===== src/hdl/wfba_pkg.sv =====
`timescale 1ns / 1ps
// ----------------------------------------------------------------------------
// wfba_pkg
// shared codes, field widths and defaults of the worst-fit block allocator
// ----------------------------------------------------------------------------
package wfba_pkg;

  localparam int NUM_BLOCKS_DEF = 16;
  localparam int SIZE_WIDTH_DEF = 16;

  localparam int OP_W     = 2;
  localparam int INDEX_W  = 4;
  localparam int AMOUNT_W = 16;
  localparam int OWNER_W  = 16;
  localparam int STATUS_W = 3;
  localparam int GRANT_W  = 16;

  localparam int IN_DATA_W  = 40;  // index + amount + owner, padded to bytes
  localparam int OUT_DATA_W = 24;  // block number + granted size, padded

  localparam logic [OP_W-1:0] OP_LOAD  = 2'd0;
  localparam logic [OP_W-1:0] OP_ALLOC = 2'd1;
  localparam logic [OP_W-1:0] OP_FREE  = 2'd2;

  localparam logic [STATUS_W-1:0] ST_ALLOCATED = 3'd0;
  localparam logic [STATUS_W-1:0] ST_NO_FIT    = 3'd1;
  localparam logic [STATUS_W-1:0] ST_FREED     = 3'd2;
  localparam logic [STATUS_W-1:0] ST_NOT_FOUND = 3'd3;
  localparam logic [STATUS_W-1:0] ST_LOADED    = 3'd4;

endpackage


===== src/hdl/wfba_ram.sv =====
`timescale 1ns / 1ps
// ----------------------------------------------------------------------------
// wfba_ram
// generic single write port ram with one registered read port
// ----------------------------------------------------------------------------
module wfba_ram #(
  parameter int WIDTH = 16,
  parameter int DEPTH = 16,
  localparam int AW = (DEPTH > 1) ? $clog2(DEPTH) : 1
) (
  input  logic             clk,
  input  logic             wr_en,
  input  logic [AW-1:0]    wr_addr,
  input  logic [WIDTH-1:0] wr_data,
  input  logic [AW-1:0]    rd_addr,
  output logic [WIDTH-1:0] rd_data
);

  logic [WIDTH-1:0] mem [DEPTH];

  always_ff @(posedge clk) begin
    if (wr_en) begin
      mem[wr_addr] <= wr_data;
    end
    rd_data <= mem[rd_addr];
  end

endmodule


===== src/hdl/worst_fit_block_allocator.sv =====
`timescale 1ns / 1ps
// ----------------------------------------------------------------------------
// worst_fit_block_allocator
// table of memory blocks with worst-fit allocation and release by owner
// ----------------------------------------------------------------------------
// One request at a time. A load request passes through the load and result
// states to the output register; allocate and free requests pass through the
// scan, finish and result states, the scan reading one table slot per cycle
// from the size and owner rams through a single compare unit. A result that
// finds the output register still full and unread waits there until the
// register drains. Sizes and owners live in rams, present and taken marks in
// flip-flops cleared by reset, so no clearing pass is needed. The output
// register decouples the result side: once a result sits there, the next
// request is accepted while it waits.
// ----------------------------------------------------------------------------
module worst_fit_block_allocator
  import wfba_pkg::*;
#(
  parameter int NUM_BLOCKS = NUM_BLOCKS_DEF,
  parameter int SIZE_WIDTH = SIZE_WIDTH_DEF
) (
  input  logic                  clk,
  input  logic                  rst,
  input  logic                  s_axis_tvalid,
  output logic                  s_axis_tready,
  input  logic [IN_DATA_W-1:0]  s_axis_tdata,   // block_index, amount, owner
  input  logic [OP_W-1:0]       s_axis_tuser,   // operation
  output logic                  m_axis_tvalid,
  input  logic                  m_axis_tready,
  output logic [OUT_DATA_W-1:0] m_axis_tdata,   // block_number, granted_size
  output logic [STATUS_W-1:0]   m_axis_tuser    // status
);

  localparam int IDX_W = (NUM_BLOCKS > 1) ? $clog2(NUM_BLOCKS) : 1;
  localparam int CMP_W = (SIZE_WIDTH > AMOUNT_W) ? SIZE_WIDTH : AMOUNT_W;
  localparam logic [IDX_W-1:0] LAST_IDX = IDX_W'(NUM_BLOCKS - 1);

  // sequencer states
  localparam logic [2:0] S_IDLE   = 3'd0;
  localparam logic [2:0] S_LOAD   = 3'd1;
  localparam logic [2:0] S_SCAN   = 3'd2;
  localparam logic [2:0] S_FINISH = 3'd3;
  localparam logic [2:0] S_RESULT = 3'd4;

  logic [2:0] state;

  // latched request
  logic [OP_W-1:0]     op_q;
  logic [INDEX_W-1:0]  idx_q;
  logic [AMOUNT_W-1:0] amt_q;
  logic [OWNER_W-1:0]  who_q;

  // slot marks
  logic [NUM_BLOCKS-1:0] slot_present;
  logic [NUM_BLOCKS-1:0] slot_taken;

  // scan control
  logic [IDX_W-1:0] scan_cnt;
  logic             issue;
  logic             eval_vld;
  logic [IDX_W-1:0] eval_idx;

  // best candidate so far
  logic                  found;
  logic [IDX_W-1:0]      best_idx;
  logic [SIZE_WIDTH-1:0] best_size;

  // prepared result
  logic [STATUS_W-1:0] res_status;
  logic [INDEX_W-1:0]  res_block;
  logic [GRANT_W-1:0]  res_size;

  // output register
  logic [STATUS_W-1:0] out_status;
  logic [INDEX_W-1:0]  out_block;
  logic [GRANT_W-1:0]  out_size;

  // ram ports
  logic                  size_we;
  logic [IDX_W-1:0]      size_waddr;
  logic [SIZE_WIDTH-1:0] size_wdata;
  logic [SIZE_WIDTH-1:0] rd_size;
  logic                  owner_we;
  logic [OWNER_W-1:0]    rd_owner;

  logic in_accept;
  logic idx_ok;
  logic [IDX_W-1:0] load_addr;
  logic cand_alloc;
  logic cand_free;
  logic take;

  assign in_accept = s_axis_tvalid && s_axis_tready;
  assign s_axis_tready = (state == S_IDLE);

  // load targets only slots that exist
  assign idx_ok    = (32'(idx_q) < 32'(NUM_BLOCKS));
  assign load_addr = IDX_W'(idx_q);

  // shared compare unit, applied to the slot read in the previous cycle
  always_comb begin
    cand_alloc = slot_present[eval_idx] && !slot_taken[eval_idx] &&
                 (CMP_W'(rd_size) >= CMP_W'(amt_q));
    cand_free  = slot_present[eval_idx] && slot_taken[eval_idx] &&
                 (rd_owner == who_q);
    if (op_q == OP_ALLOC) begin
      take = cand_alloc && (!found || (rd_size > best_size));
    end else begin
      take = cand_free && !found;  // first owner match wins
    end
  end

  always_comb begin
    size_we    = (state == S_LOAD) && idx_ok;
    size_waddr = load_addr;
    size_wdata = SIZE_WIDTH'(amt_q);
    owner_we   = (state == S_FINISH) && (op_q == OP_ALLOC) && found;
  end

  wfba_ram #(
    .WIDTH (SIZE_WIDTH),
    .DEPTH (NUM_BLOCKS)
  ) u_size_ram (
    .clk     (clk),
    .wr_en   (size_we),
    .wr_addr (size_waddr),
    .wr_data (size_wdata),
    .rd_addr (scan_cnt),
    .rd_data (rd_size)
  );

  wfba_ram #(
    .WIDTH (OWNER_W),
    .DEPTH (NUM_BLOCKS)
  ) u_owner_ram (
    .clk     (clk),
    .wr_en   (owner_we),
    .wr_addr (best_idx),
    .wr_data (who_q),
    .rd_addr (scan_cnt),
    .rd_data (rd_owner)
  );

  always_ff @(posedge clk) begin
    if (rst) begin
      state         <= S_IDLE;
      slot_present  <= '0;
      slot_taken    <= '0;
      issue         <= 1'b0;
      eval_vld      <= 1'b0;
      m_axis_tvalid <= 1'b0;
    end else begin
      // output register drains independently of the sequencer
      if (m_axis_tvalid && m_axis_tready && (state != S_RESULT)) begin
        m_axis_tvalid <= 1'b0;
      end

      unique case (state)
        S_IDLE: begin
          if (in_accept) begin
            op_q      <= s_axis_tuser;
            idx_q     <= s_axis_tdata[INDEX_W-1:0];
            amt_q     <= s_axis_tdata[INDEX_W +: AMOUNT_W];
            who_q     <= s_axis_tdata[INDEX_W+AMOUNT_W +: OWNER_W];
            found     <= 1'b0;
            best_idx  <= '0;
            best_size <= '0;
            scan_cnt  <= '0;
            unique case (s_axis_tuser)
              OP_LOAD: begin
                state <= S_LOAD;
              end
              OP_ALLOC, OP_FREE: begin
                issue <= 1'b1;
                state <= S_SCAN;
              end
              default: begin
                // undefined operation: table left unchanged, reported as not found
                res_status <= ST_NOT_FOUND;
                res_block  <= '0;
                res_size   <= '0;
                state      <= S_RESULT;
              end
            endcase
          end
        end

        S_LOAD: begin
          res_status <= ST_LOADED;
          res_block  <= idx_q;
          if (idx_ok) begin
            slot_present[load_addr] <= 1'b1;
            slot_taken[load_addr]   <= 1'b0;  // reload drops any allocation
            res_size <= GRANT_W'(SIZE_WIDTH'(amt_q));
          end else begin
            res_size <= '0;
          end
          state <= S_RESULT;
        end

        S_SCAN: begin
          // read issue runs one slot ahead of evaluation; issue is already
          // low when the last slot is evaluated, so eval_vld drops with it
          eval_vld <= issue;
          eval_idx <= scan_cnt;
          if (issue) begin
            if (scan_cnt == LAST_IDX) begin
              issue <= 1'b0;
            end else begin
              scan_cnt <= scan_cnt + 1'b1;
            end
          end
          if (eval_vld) begin
            if (take) begin
              found     <= 1'b1;
              best_idx  <= eval_idx;
              best_size <= rd_size;
            end
            if (eval_idx == LAST_IDX) begin
              state <= S_FINISH;
            end
          end
        end

        S_FINISH: begin
          if (found) begin
            res_block <= INDEX_W'(best_idx);
            res_size  <= GRANT_W'(best_size);
            if (op_q == OP_ALLOC) begin
              slot_taken[best_idx] <= 1'b1;
              res_status <= ST_ALLOCATED;
            end else begin
              slot_taken[best_idx] <= 1'b0;
              res_status <= ST_FREED;
            end
          end else begin
            res_block  <= '0;
            res_size   <= '0;
            res_status <= (op_q == OP_ALLOC) ? ST_NO_FIT : ST_NOT_FOUND;
          end
          state <= S_RESULT;
        end

        S_RESULT: begin
          // wait for room in the output register
          if (!m_axis_tvalid || m_axis_tready) begin
            m_axis_tvalid <= 1'b1;
            out_status    <= res_status;
            out_block     <= res_block;
            out_size      <= res_size;
            state         <= S_IDLE;
          end
        end

        default: begin
          state <= S_IDLE;
        end
      endcase
    end
  end

  assign m_axis_tuser = out_status;
  assign m_axis_tdata = {{(OUT_DATA_W - INDEX_W - GRANT_W){1'b0}}, out_size, out_block};

  // one request in flight: no acceptance right after an acceptance
  a_one_request: assert property (@(posedge clk) disable iff (rst)
    in_accept |=> !s_axis_tready)
    else $error("request accepted while previous one in progress");

  // a granted slot is marked taken
  a_alloc_marks: assert property (@(posedge clk) disable iff (rst)
    (state == S_FINISH && op_q == OP_ALLOC && found) |=> slot_taken[$past(best_idx)])
    else $error("allocated slot not marked taken");

  // a released slot is no longer taken
  a_free_clears: assert property (@(posedge clk) disable iff (rst)
    (state == S_FINISH && op_q == OP_FREE && found) |=> !slot_taken[$past(best_idx)])
    else $error("freed slot still marked taken");

endmodule

===== config.mk =====
export PLATFORM = sky130hd
export DESIGN_NAME = worst_fit_block_allocator
export DESIGN_NICKNAME = d
export VERILOG_FILES = /design/src/hdl/wfba_pkg.sv /design/src/hdl/wfba_ram.sv /design/src/hdl/worst_fit_block_allocator.sv
export SDC_FILE = /design/constraint.sdc
export NUM_CORES = 1
export LEC_CHECK = 0
export BUFFER_PORTS_ARGS = -buffer_cell sky130_fd_sc_hd__buf_2
export CORE_ASPECT_RATIO = 1.25
export CORE_MARGIN = 2
export CORE_UTILIZATION = 29
export DETAILED_ROUTE_END_ITERATION = 8
export SETUP_SLACK_MARGIN = 0.2
export SLEW_MARGIN = 20
export SYNTH_ARGS = -nofsm -noshare
export SYNTH_HDL_FRONTEND = slang
export SYNTH_SLANG_ARGS = --single-unit

===== constraint.sdc =====
create_clock -name clk -period 4.7 [get_ports clk]
set_input_delay 1.175 -clock clk [delete_from_list [all_inputs] [get_ports clk]]
set_output_delay 1.175 -clock clk [all_outputs]
set_load 0.03 [all_outputs]

Word level (Yosys, flattened, before mapping)
Memory sizes are Yosys's and may differ from the RTL's. A register that Yosys moved wholly into a read port is not among the register bits.
Cells that the tools add are included.
Widths: inputs -> output; s select.
Cells by class
  divide/modulo/power cells: 0
  equal/unequal tests: 21
  reduce and logical (&&, ||, !) cells: 35
  magnitude comparators: 7
  shift-type cells: 0
  muxes and demuxes: 59
  bitwise logic cells: 7
  multiply operators: 0
  add/subtract/negate cells: 1
Operators by type and width (count)
  $mux 16: 8
  $pmux 16 s2: 2
  $pmux 16 s3: 1
  $and 16x16->16: 2
  $mux 4: 8
  $not 16->16: 2
  $or 16x16->16: 2
  $mux 3: 7
  $mux 1: 19
  $eq 16x16->1: 1
  $ge 16x16->1: 1
  $gt 16x16->1: 1
  $ne 2x2->1 const B: 8
  $pmux 4 s2: 2
  $lt 4x5->1 const B: 3
  $logic_and 1x1->1: 13
  $pmux 3 s4: 1
  $pmux 4 s3: 1
  $reduce_and 5->1: 2
  $pmux 3 s3: 1
  $reduce_and 3->1: 3
  $bmux 1 s4: 2
  $demux 1 s4: 2
  $eq 4x4->1 const B: 2
  23 further kinds: 36
Word-level totals
  output and inout bits: 29
  input port bits: 46
  memories kept: 2
  RAM bits: 512
  latch bits: 0
  register bits: 151
  logic and storage cells: 153
  memory bits (read-only): 0
Memory list
  u_owner_ram.mem: depth 16, width 16, rd ports 1, clocked after memory_dff 1, wr ports 1, line wfba_ram.sv:19  | logic [WIDTH-1:0] mem [DEPTH];
  u_size_ram.mem: depth 16, width 16, rd ports 1, clocked after memory_dff 1, wr ports 1, line wfba_ram.sv:19

Longest topological paths before layout
Gate-level depths: netlist of the first run.
  depth in word-level cells: 10
  mapped depth: 10
  mapped depth without buffers: 8

Modules after synthesis
From an unflattened synthesis of the first run, not the netlist that was laid out.
Second synthesis, totals
  cell total of the unflattened synthesis: 1454
  area total of the unflattened synthesis: 27050.9 µm²
By module, submodules not included
  wfba_ram (u_owner_ram): cells each 432, sequential area each 8007.7 µm², area an instance 10043.4 µm², instances 1
  wfba_ram (u_size_ram): cells each 432, sequential area each 8007.7 µm², area an instance 10042.1 µm², instances 1
  worst_fit_block_allocator: cells each 590, sequential area each 4154.0 µm², area an instance 6965.4 µm², instances 1

Worst setup path after synthesis of the first run
No wires, ideal clock.
  kind: register to register
  from: reg amt_q[14]
  to: reg best_idx[0] (enable)
  required time: 4268 ps
  period minus slack after synthesis: 3876 ps
  arrival: 3445 ps
  stages on the path, launching flop included: 9
  buffers on the path: 0
  slack: 824 ps
  setup time: 432 ps
  cell sequence: edfxtp_1 -> inv_1 -> ha_1 -> nand4_1 -> or3_1 -> a221oi_1 -> or4b_2 -> a32oi_1 -> o31ai_1
On the way
  word-level cells in the longest chain between the ends: 6
Ends and longest elaborated chain
  from (decl): line worst_fit_block_allocator.sv:50  | logic [AMOUNT_W-1:0] amt_q;
  from (signal assigned): line worst_fit_block_allocator.sv:163  | amt_q <= s_axis_tdata[INDEX_W +: AMOUNT_W];
  $ge 16x16->1: line worst_fit_block_allocator.sv:103  | (CMP_W'(rd_size) >= CMP_W'(amt_q));
  $logic_and 1x1->1: line worst_fit_block_allocator.sv:102  | cand_alloc = slot_present[eval_idx] && !slot_taken[eval_idx] &&
  $logic_and 1x1->1: line worst_fit_block_allocator.sv:107  | take = cand_alloc && (!found || (rd_size > best_size));
  $mux 1: line worst_fit_block_allocator.sv:106  | if (op_q == OP_ALLOC) begin
  $ne 2x2->1 (no source line)
  $reduce_and 5->1 (no source line)
  to (signal assigned): line worst_fit_block_allocator.sv:216  | best_idx <= eval_idx;
  to (decl): line worst_fit_block_allocator.sv:65  | logic [IDX_W-1:0] best_idx;
No other way between the ends.
A chain may end at the register's enable or synchronous reset.

Final worst setup path of the first run
  from: reg amt_q[15]
  to: reg best_size[15] (enable)
On the way
  word-level cells in the longest chain between the ends: 6
Ends and longest elaborated chain
  $ge 16x16->1: line worst_fit_block_allocator.sv:103
  $logic_and 1x1->1: line worst_fit_block_allocator.sv:102
  $logic_and 1x1->1: line worst_fit_block_allocator.sv:107
  $mux 1: line worst_fit_block_allocator.sv:106
  $ne 2x2->1 (no source line)
  $reduce_and 5->1 (no source line)
  to (signal assigned): line worst_fit_block_allocator.sv:217  | best_size <= rd_size;
  to (decl): line worst_fit_block_allocator.sv:66  | logic [SIZE_WIDTH-1:0] best_size;
No other way between the ends.

==> results.cfg, run 1 <==
[route]
drc = 0
ant_nets = 0
drtIter0Drc = 1093
vias_per_cell = 4.77
vias = 13100
wl_per_cell_um = 22.2
routed_wl_um = 60700
first_pass_iters = 5

[cells_and_area]
diodes = 0
layout-drive-gt1-share_pct = 28.0
layout_common_cells = edfxtp_1, mux4_2, clkbuf_16, dfxtp_1, buf_2
finalCoreUtilization_pct = 34.3
syn_to_final_growth_pct = 16.9
layout.nets = 1561
final_common_cell = edfxtp_1
fill_cells = 8532
regArea_mm2 = 0.0202
multi_input_area_mm2 = 0.00637

[status]
status = complete, no violations

[synth]
yosys_warnings = 0
synth_cell_types = 55
synth.area.top_cells = edfxtp_1, mux4_2, dfxtp_1, ha_1, nor2_1
synthArstFlopShare_pct = 0
synth_flop_cell = edfxtp_1
synth-seq-cells = 695
syn_area_mm2 = 0.0269
yosysSeqAreaShare_pct = 75.1
yosys.area.top_type = edfxtp_1
synth_edf_count = 625
synth_top_area_share_pct = 69.9
synth_cells = 1360
syn_avg_cell_area_um2 = 19.8

[clock_tree]
cts_tree = done
cts_buffers = 73
htreeDepth = 3
clock_path_buffers = 3
post_cts_buffers = 0
insertion_delay_ns = 0.62
cts_root_buf = clkbuf_16
clk_pin_slew_ns = 0.06
post_cts_resized = 0
postCtsHoldBufs = 0
cts_sinks = 695

[floorplanning]
dieArea_mm2 = 0.0951
core_mm2 = 0.0917
fp.dieW_um = 276
ios = 75
fp.dieH_um = 344
start_util_pct = 29.3
rows = 124

[global_routing]
grt_pass1_wl_um = 90300
grt_remaining_overflow = 0
grt_pass1_vias = 13700
grt_use_total_pct = 12.8
grt_max_degree = 132
antenna_found_initial = 4

[worst_setup_path]
cp-end-kind = flip-flop
start_kind = flip-flop
worstSetupPathType = reg2reg
critical_path.slowest_cell = edfxtp_1
cp.arrival_ns = 3.68
cp_max_fo = 18
rrSetupSlack_ns = 1.31
r2r_start = amt_q[15]$_DFFE_PP_
crit_required_ns = 4.99
path_cells = inv_1 > ha_1 > nand4_1 > or3_1 > a221oi_1 > or4b_2 > a32oi_1 > o31ai_4 > buf_4
critPathMaxStageDelay_ns = 0.70
r2r_end = best_size[15]$_SDFFCE_PN0P_
ff2ff_path_depth = 9

[power]
switching_share_pct = 22.0
p_sw_w = 0.00306
p_leak_nw = 10.1
vdd_drop_max_uv = 249
p_int_w = 0.0109
share_seq_of_total_power_pct = 50.5
clockPowerShare_pct = 42.3
combPwrFrac_pct = 7.2
power.density_mw_per_mm2 = 444

[placed_design]
dp_hpwl_um = 34700
post-place-ws_ns = 1.27
gp_congestion = 0.834
io_buffers = 66

[sta]
slew_violations = 0
setup_viol = 0
slew_headroom_pct = 33.5
hold_violations = 0
rsz0062_at_grt = no
fin_ws_ns = 1.31
fin_crit_ns = 3.39
worst_pin_slew_ns = 0.998
finalSetupTns_ns = 0
fmax_mhz = 295
period_share_pct = 72.1
fin_skew_ns = 0.0295

[min_path]
hold_path_class = reg2reg
hold_start = res_size[14]$_DFFE_PP_
hold-path-cell-count = 0
holdPathEnd = out_size[14]$_DFFE_PP_

[run]
drv_cap = 0
==> cell families after synthesis <==
| group | after synthesis | share of synthesized area, % |
|---|---|---|
| compound gates | 102 | 2.42 |
| flops | 695 | 75.1 |
| simple gates | 230 | 4.20 |
| xor+xnor | 18 | 0.587 |
| fa+ha+maj | 35 | 1.63 |
| mux | 171 | 14.2 |
| buf+inv | 108 | 1.84 |
| other cells | 1 | 0.0140 |
==> cell usage after synthesis, types with 6 or more instances <==
library cell,count
edfxtp_1,625
mux4_2,163
nor2_1,78
dfxtp_1,70
nand2_1,40
inv_1,38
ha_1,35
a21oi_1,32
clkbuf_1,30
and3_1,24
nor3_1,23
o21ai_0,20
buf_2,18
xnor2_1,16
nand3_1,12
buf_1,11
a211oi_1,10
nand2b_1,9
nor2b_1,9
a22oi_1,8
nand4_1,8
o22ai_1,8
buf_6,6
==> state kept, by name, indices dropped and copies added (netlist names), 4 cells and up, named ones only <==
register	count
best_idx	4
idx_q	4
res_block	4
out_block	4
eval_idx	4
slot_present	16
u_size_ram.rd_data	16
who_q	16
u_owner_ram.mem	256
u_size_ram.mem	256
scan_cnt	4
amt_q	16
out_size	16
res_size	16
best_size	16
u_owner_ram.rd_data	16
==> layer usage <==
| layer | wire [um] | vias to the layer above | track usage (%) |
|---|---|---|---|
| met5 | 0 | - | 0 |
| met4 | 1460 | 0 | 4.12 |
| met3 | 2740 | 97 | 1.94 |
| met2 | 31800 | 339 | 23.2 |
| met1 | 24700 | 6900 | 15.8 |
| li1 | - | 5730 | - |
==> worst max path at each step <==
stage                                    from                          end  depth (start not counted)  slack [ns]
final                     amt_q[15]$_DFFE_PP_  best_size[15]$_SDFFCE_PN0P_                          9        1.31
after global routing      amt_q[15]$_DFFE_PP_  best_size[15]$_SDFFCE_PN0P_                          9        1.00
after CTS                 amt_q[15]$_DFFE_PP_  best_size[15]$_SDFFCE_PN0P_                          9        1.24
after detailed placement  amt_q[15]$_DFFE_PP_   best_size[3]$_SDFFCE_PN0P_                          9        1.27
after global placement    amt_q[15]$_DFFE_PP_   best_size[7]$_SDFFCE_PN0P_                          9        1.37
after floorplan           amt_q[14]$_DFFE_PP_    best_idx[0]$_SDFFCE_PN0P_                          8        0.82
==> worst max-delay path: cells and delay by family, from the launching register on <==
kind	cells	cell delay, ns
and+or+nand+nor	3	0.81
DFF	1	0.70
AOI/OAI and AO/OA	3	0.78
buffers and inverters	2	0.43
adders and majority gates	1	0.33
==> through the flow <==
stage / power (W) / std cells / area, um2 / hold WS, ns
final: 0.0140 / 2737 / 31400 / 0.406
after global routing: 0.0145 / 2737 / 31400 / 0.411
after CTS: 0.0141 / 2736 / 31400 / 0.399
after detailed placement: 0.00821 / 2601 / 28900 / 0.409
after global placement: 0.00819 / 2601 / 28900 / 0.403
after floorplan: 0.00785 / 1363 / 26900 / 0.400
==> power by group through the flow <==
stage / Clock (W) / Sequential, W / Combinational [W]
6_report: 0.00590 / 0.00705 / 0.00101
3_5_place_dp: 0 / 0.00719 / 0.00102
2_1_floorplan: 0 / 0.00711 / 0.000745
4_1_cts: 0.00603 / 0.00706 / 0.00102
5_1_grt: 0.00628 / 0.00707 / 0.00111
3_3_place_gp: 0 / 0.00717 / 0.00101
==> area by class of cell <==
cell class,instances,share of cell area (%)
Clock buffer,102,6.42
Multi-Input combinational cell,560,20.3
Timing Repair Buffer,111,2.43
Inverter,39,0.482
Tap cell,1197,4.77
Clock inverter,33,1.41
Sequential cell,695,64.2
No activity file was read; power rests on OpenSTA's default activity.
==> run 2: changes to the inputs <==
==> constraint.sdc (replaced) <==
create_clock -name clk -period 2.9 [get_ports clk]
set_input_delay 0.725 -clock clk [delete_from_list [all_inputs] [get_ports clk]]
set_output_delay 0.725 -clock clk [all_outputs]
set_load 0.03 [all_outputs]
==> run 2 against run 1 <==
Effect of this change:
- cell count rose by 2.8%
- core utilization is 0.56 points higher
- global-route usage grew 0.58 points
- critical path depth down 1
- clock skew grew 0.015 ns
- maximum frequency rose by 31%
- via count is 3.1% higher
- first-iteration DRC count increased by 21%
- die area unchanged
- register-to-register slack worse by 1.0 ns
- clock-buffer cell count shrank 5
- clock power rose by 55%
==> results.cfg, run 2 (synthesized netlist as in run 1, its figures left out) <==
[power]
power.density_mw_per_mm2 = 702
combPwrFrac_pct = 8.6
p_sw_w = 0.00507
vdd_drop_max_uv = 413
clockPowerShare_pct = 40.9
p_int_w = 0.0173
share_seq_of_total_power_pct = 50.5
switching_share_pct = 22.6
p_leak_nw = 10.5

[worst_setup_path]
ff2ff_path_depth = 8
r2r_end = u_owner_ram.mem[9][10]$_DFFE_PP_
worstSetupPathType = reg2reg
cp_max_fo = 16
cp.arrival_ns = 2.84
start_kind = flip-flop
cp-end-kind = flip-flop
r2r_start = state[2]$_SDFFE_PP0P_
crit_required_ns = 3.15
rrSetupSlack_ns = 0.31

[global_routing]
grt_pass1_wl_um = 93600
grt_remaining_overflow = 0
antenna_found_initial = 1
grt_use_total_pct = 13.4
grt_pass1_vias = 13900
grt_max_degree = 58

[min_path]
hold_start = s_axis_tdata[23]
holdPathEnd = who_q[3]$_DFFE_PP_
hold_path_class = in2reg
hold-path-cell-count = 1

[sta]
hold_violations = 0
fin_crit_ns = 2.59
slew_violations = 0
fmax_mhz = 386
setup_viol = 0
finalSetupTns_ns = 0
fin_skew_ns = 0.0441
hold_slack_ns = 0.281
slew_headroom_pct = 50.8
period_share_pct = 89.4
rsz0062_at_grt = no
worst_pin_slew_ns = 0.739

[placed_design]
place_inst = 2678
io_buffers = 66
dp_hpwl_um = 38000
gp_congestion = 0.853
place_area_mm2 = 0.0295

[cells_and_area]
layout.nets = 1639
fin_area_mm2 = 0.0319
layout_common_cells = edfxtp_1, mux4_2, buf_4, clkbuf_16, dfxtp_1
fill_cells = 8508
largestRegisters = u_owner_ram.mem (256), u_size_ram.mem (256)
layout.cells.non_filler = 2815
diodes = 0
final_common_cell = edfxtp_1
layout-drive-gt1-share_pct = 31.8
syn_to_final_growth_pct = 18.8

[route]
vias_per_cell = 4.79
vias = 13500
drc = 0
wl_per_cell_um = 22.7
routed_wl_um = 63800
ant_nets = 0
first_pass_iters = 6
drtIter0Drc = 1326

[clock_tree]
post_cts_resized = 0
clock_path_buffers = 3
cts_buffers = 73
insertion_delay_ns = 0.62
cts_root_buf = clkbuf_16
cts_sinks = 695
clk_pin_slew_ns = 0.06
cts_tree = done
htreeDepth = 3

[floorplanning]
ios = 75
fp.dieH_um = 344
start_util_pct = 29.3
fp.dieW_um = 276
rows = 124
dieArea_mm2 = 0.0951
core_mm2 = 0.0917

[run]
drv_cap = 0

[status]
status = complete, no violations
## run 2: changes by cell type in the layout (fill, tap and decap cells not counted), moves of 3 or more
cell / delta
clkinv_1: +3
bufinv_16: -4
buf_4: +76
clkinv_2: +3
nor2_2: +8
nor2_4: -8
## run 2: worst max path at each step
stage | cells past startpoint | end | from | slack [ns]
after floorplan | 8 | best_idx[0]$_SDFFCE_PN0P_ | amt_q[10]$_DFFE_PP_ | 0.16
after global routing | 11 | best_size[4]$_SDFFCE_PN0P_ | best_size[11]$_SDFFCE_PN0P_ | 0.23
after detailed placement | 7 | best_size[4]$_SDFFCE_PN0P_ | rst | -0.03
after global placement | 5 | best_size[4]$_SDFFCE_PN0P_ | rst | -0.32
final | 8 | u_owner_ram.mem[9][10]$_DFFE_PP_ | state[2]$_SDFFE_PP0P_ | 0.31
after CTS | 10 | best_size[4]$_SDFFCE_PN0P_ | amt_q[13]$_DFFE_PP_ | 0.24
## run 2: layout make-up
type	count	area (um2)	area share, %
flip-flops and latches	695	20200	63.2
inverters	39	151	0.474
multi-input cells	560	6380	20.0
clock inverters	38	404	1.27
repair buffers	189	1360	4.26
well taps	1197	1500	4.69
clock buffers	97	1960	6.13
## run 2: worst max-delay path, cell delays in order, from the launching register on
cell	delay, ns
dfxtp_1	0.31
buf_4	0.16
and3b_1	0.27
and2_1	0.24
nand2_1	0.10
nor2_1	0.33
nand2_1	0.27
nor2_2	0.18
buf_4	0.35
## run 2: timing repair
item / in CTS / in global routing
endpoints found under the setup margin: 8 / 8
setup buffers: 1 / 1
pin swaps: 1 / 1
hold buffers: 0 / 0
## run 2: power groups by stage
stage                     sequential, W  clock [W]  combinational, W
final                            0.0113    0.00916           0.00193
after global routing             0.0113    0.00977           0.00210
after CTS                        0.0113    0.00936           0.00197
after detailed placement         0.0115          0           0.00195
after global placement           0.0115          0           0.00192
after floorplan                  0.0115          0           0.00123
## run 2: per-layer routing
metal / track usage [%] / routed length (um) / part of all wire [%]
met4: 3.43 / 1200 / 1.9
met1: 16.8 / 26400 / 41
met3: 2.23 / 3070 / 4.8
met5: 0 / 0 / 0
met2: 24.1 / 33200 / 52
## run 2: metrics by stage
stage	total power, W	setup slack (ns)	utilization, %
5_1_grt	0.0232	0.227	34.8
6_report	0.0224	0.308	34.8
2_1_floorplan	0.0128	0.157	-
4_1_cts	0.0226	0.240	34.8
3_5_place_dp	0.0135	-0.0306	32.2
3_3_place_gp	0.0134	-0.315	32.2
==> run 3: changes to the inputs <==
--- a/config.mk
+++ b/config.mk
@@ -7,9 +7,10 @@
 export LEC_CHECK = 0
 export BUFFER_PORTS_ARGS = -buffer_cell sky130_fd_sc_hd__buf_2
 export CORE_ASPECT_RATIO = 1.25
-export CORE_MARGIN = 2
-export CORE_UTILIZATION = 29
+export CORE_UTILIZATION = 56
 export DETAILED_ROUTE_END_ITERATION = 8
+export PLACE_DENSITY = 0.76
+export RECOVER_POWER = 100
 export SETUP_SLACK_MARGIN = 0.2
 export SLEW_MARGIN = 20
 export SYNTH_ARGS = -nofsm -noshare
==> run 3 against run 2 <==
Effect of this change:
- first-iteration DRC count is 15% higher
- die area down 49%
- largest power group unchanged
- combinational power down 9%
- global-route usage up 12 points
- cell area decreased by 5.0%
==> results.cfg, run 3 (synthesized netlist as in run 1, its figures left out) <==
[floorplanning]
fp.dieW_um = 198
ios = 75
rows = 89
fp.dieH_um = 247
dieArea_mm2 = 0.0489
core_mm2 = 0.0473
start_util_pct = 56.8

[sta]
fmax_mhz = 359
fin_skew_ns = 0.0417
period_share_pct = 96.1
fin_ws_ns = 0.114
slew_headroom_pct = 22.8
setup_viol = 0
slew_violations = 0
fin_crit_ns = 2.79
rsz0062_at_grt = no
worst_pin_slew_ns = 1.16
finalSetupTns_ns = 0
hold_violations = 0

[worst_setup_path]
cp.arrival_ns = 3.11
r2r_start = amt_q[14]$_DFFE_PP_
crit_required_ns = 3.22
cp-end-kind = flip-flop
critPathMaxStageDelay_ns = 0.40
critical_path.slowest_cell = edfxtp_1
critical_path.startpoint = amt_q[14]$_DFFE_PP_
path_cells = inv_1 > ha_1 > nand4_1 > or3_1 > a221oi_1 > or4b_4 > a32oi_2 > o31ai_4 > buf_12
worstSetupPathType = reg2reg
worst-path-buf-inv = 2
crit_family = simple AND/OR/NAND/NOR gates
cp_max_fo = 21
start_kind = flip-flop

[placed_design]
io_buffers = 66
dp_hpwl_um = 33900
post-place-ws_ns = 0.121
gp_congestion = 0.864

[clock_tree]
clk_pin_slew_ns = 0.07
postCtsHoldBufs = 0
htreeDepth = 2
cts_tree = done
insertion_delay_ns = 0.65
cts_root_buf = clkbuf_16
cts_sinks = 695
cts_buffers = 61
clock_path_buffers = 3

[cells_and_area]
largestRegisters = u_owner_ram.mem (256), u_size_ram.mem (256)
layout_common_cells = edfxtp_1, mux4_2, clkbuf_1, dfxtp_1, clkbuf_16
syn_to_final_growth_pct = 12.9
diodes = 0
layout.nets = 1592
layout-drive-gt1-share_pct = 24.4
final_common_cell = edfxtp_1

[power]
p_leak_nw = 9.85
vdd_drop_max_uv = 856
power.density_mw_per_mm2 = 696

[global_routing]
grt_use_total_pct = 25.0
grt_pass1_wl_um = 86700
grt_pass1_vias = 13900
grt_remaining_overflow = 0
antenna_found_initial = 2
grt_max_degree = 64

[route]
first_pass_iters = 6
vias = 13500
wl_per_cell_um = 26.7
vias_per_cell = 6.13
drc = 0
drtIter0Drc = 1525
ant_nets = 0
routed_wl_um = 58700

[min_path]
hold_start = s_axis_tdata[35]
hold_path_class = in2reg

[run]
drv_cap = 0

[status]
status = complete, no violations
## run 3: final timing paths
kind | end | depth (start not counted) | slack (ns)
worst min register to register | out_block[1]$_DFFE_PP_ | 0 | 0.41
worst max-delay path | best_size[2]$_SDFFCE_PN0P_ | 9 | 0.11
worst min-delay path | who_q[15]$_DFFE_PP_ | 1 | 0.25
worst max register to register | best_size[2]$_SDFFCE_PN0P_ | 9 | 0.11
## run 3: layout make-up
| cell class | count | area (um2) |
|---|---|---|
| clock buffers | 90 | 1790 |
| clock inverters | 25 | 214 |
| fillers | 3146 | 17000 |
| inverters | 39 | 151 |
| multi-input cells | 560 | 6380 |
| flip-flops and latches | 695 | 20200 |
| well taps | 637 | 797 |
| repair buffers | 154 | 821 |
## run 3: per-layer routing
layer	vias up	GRT usage (%)	part of all wire, %
li1	5782	-	-
met3	157	4.05	6.3
met1	6934	31.4	38
met4	0	10.9	4.1
met5	-	0	0
met2	612	43.0	52
## run 3: power by group
part	switching [W]	internal, W	leakage [nW]
Sequential	0.000182	0.0112	6.22
Clock	0.00355	0.00446	0.966
Combinational	0.000967	0.000794	2.67
Total	0.00470	0.0164	9.85
## run 3: per-stage QoR
stage / hold WS [ns] / instance area (um2) / power [W] / cells / utilization (%)
global placement: 0.402 / 28600 / 0.0133 / 2084 / 60.4
floorplan: 0.400 / 27000 / 0.0128 / 1363 / -
global route: 0.231 / 30300 / 0.0217 / 2200 / 64.1
detailed placement: 0.405 / 28600 / 0.0133 / 2084 / 60.4
CTS: 0.219 / 30600 / 0.0213 / 2199 / 64.7
finish: 0.246 / 30300 / 0.0211 / 2200 / 64.1
## run 3: worst register-to-register path, delay by kind of cell, from the launching register on
| kind | cells | cell delay (ns) |
|---|---|---|
| compound gates | 3 | 0.65 |
| fa+ha+maj | 1 | 0.31 |
| buf+inv | 2 | 0.29 |
| flops | 1 | 0.40 |
| simple gates | 3 | 0.82 |
## run 3: timing repair
item                       CTS  global route
gates resized for setup      1             3
setup buffers                0             1
setup endpoints to repair   21            52
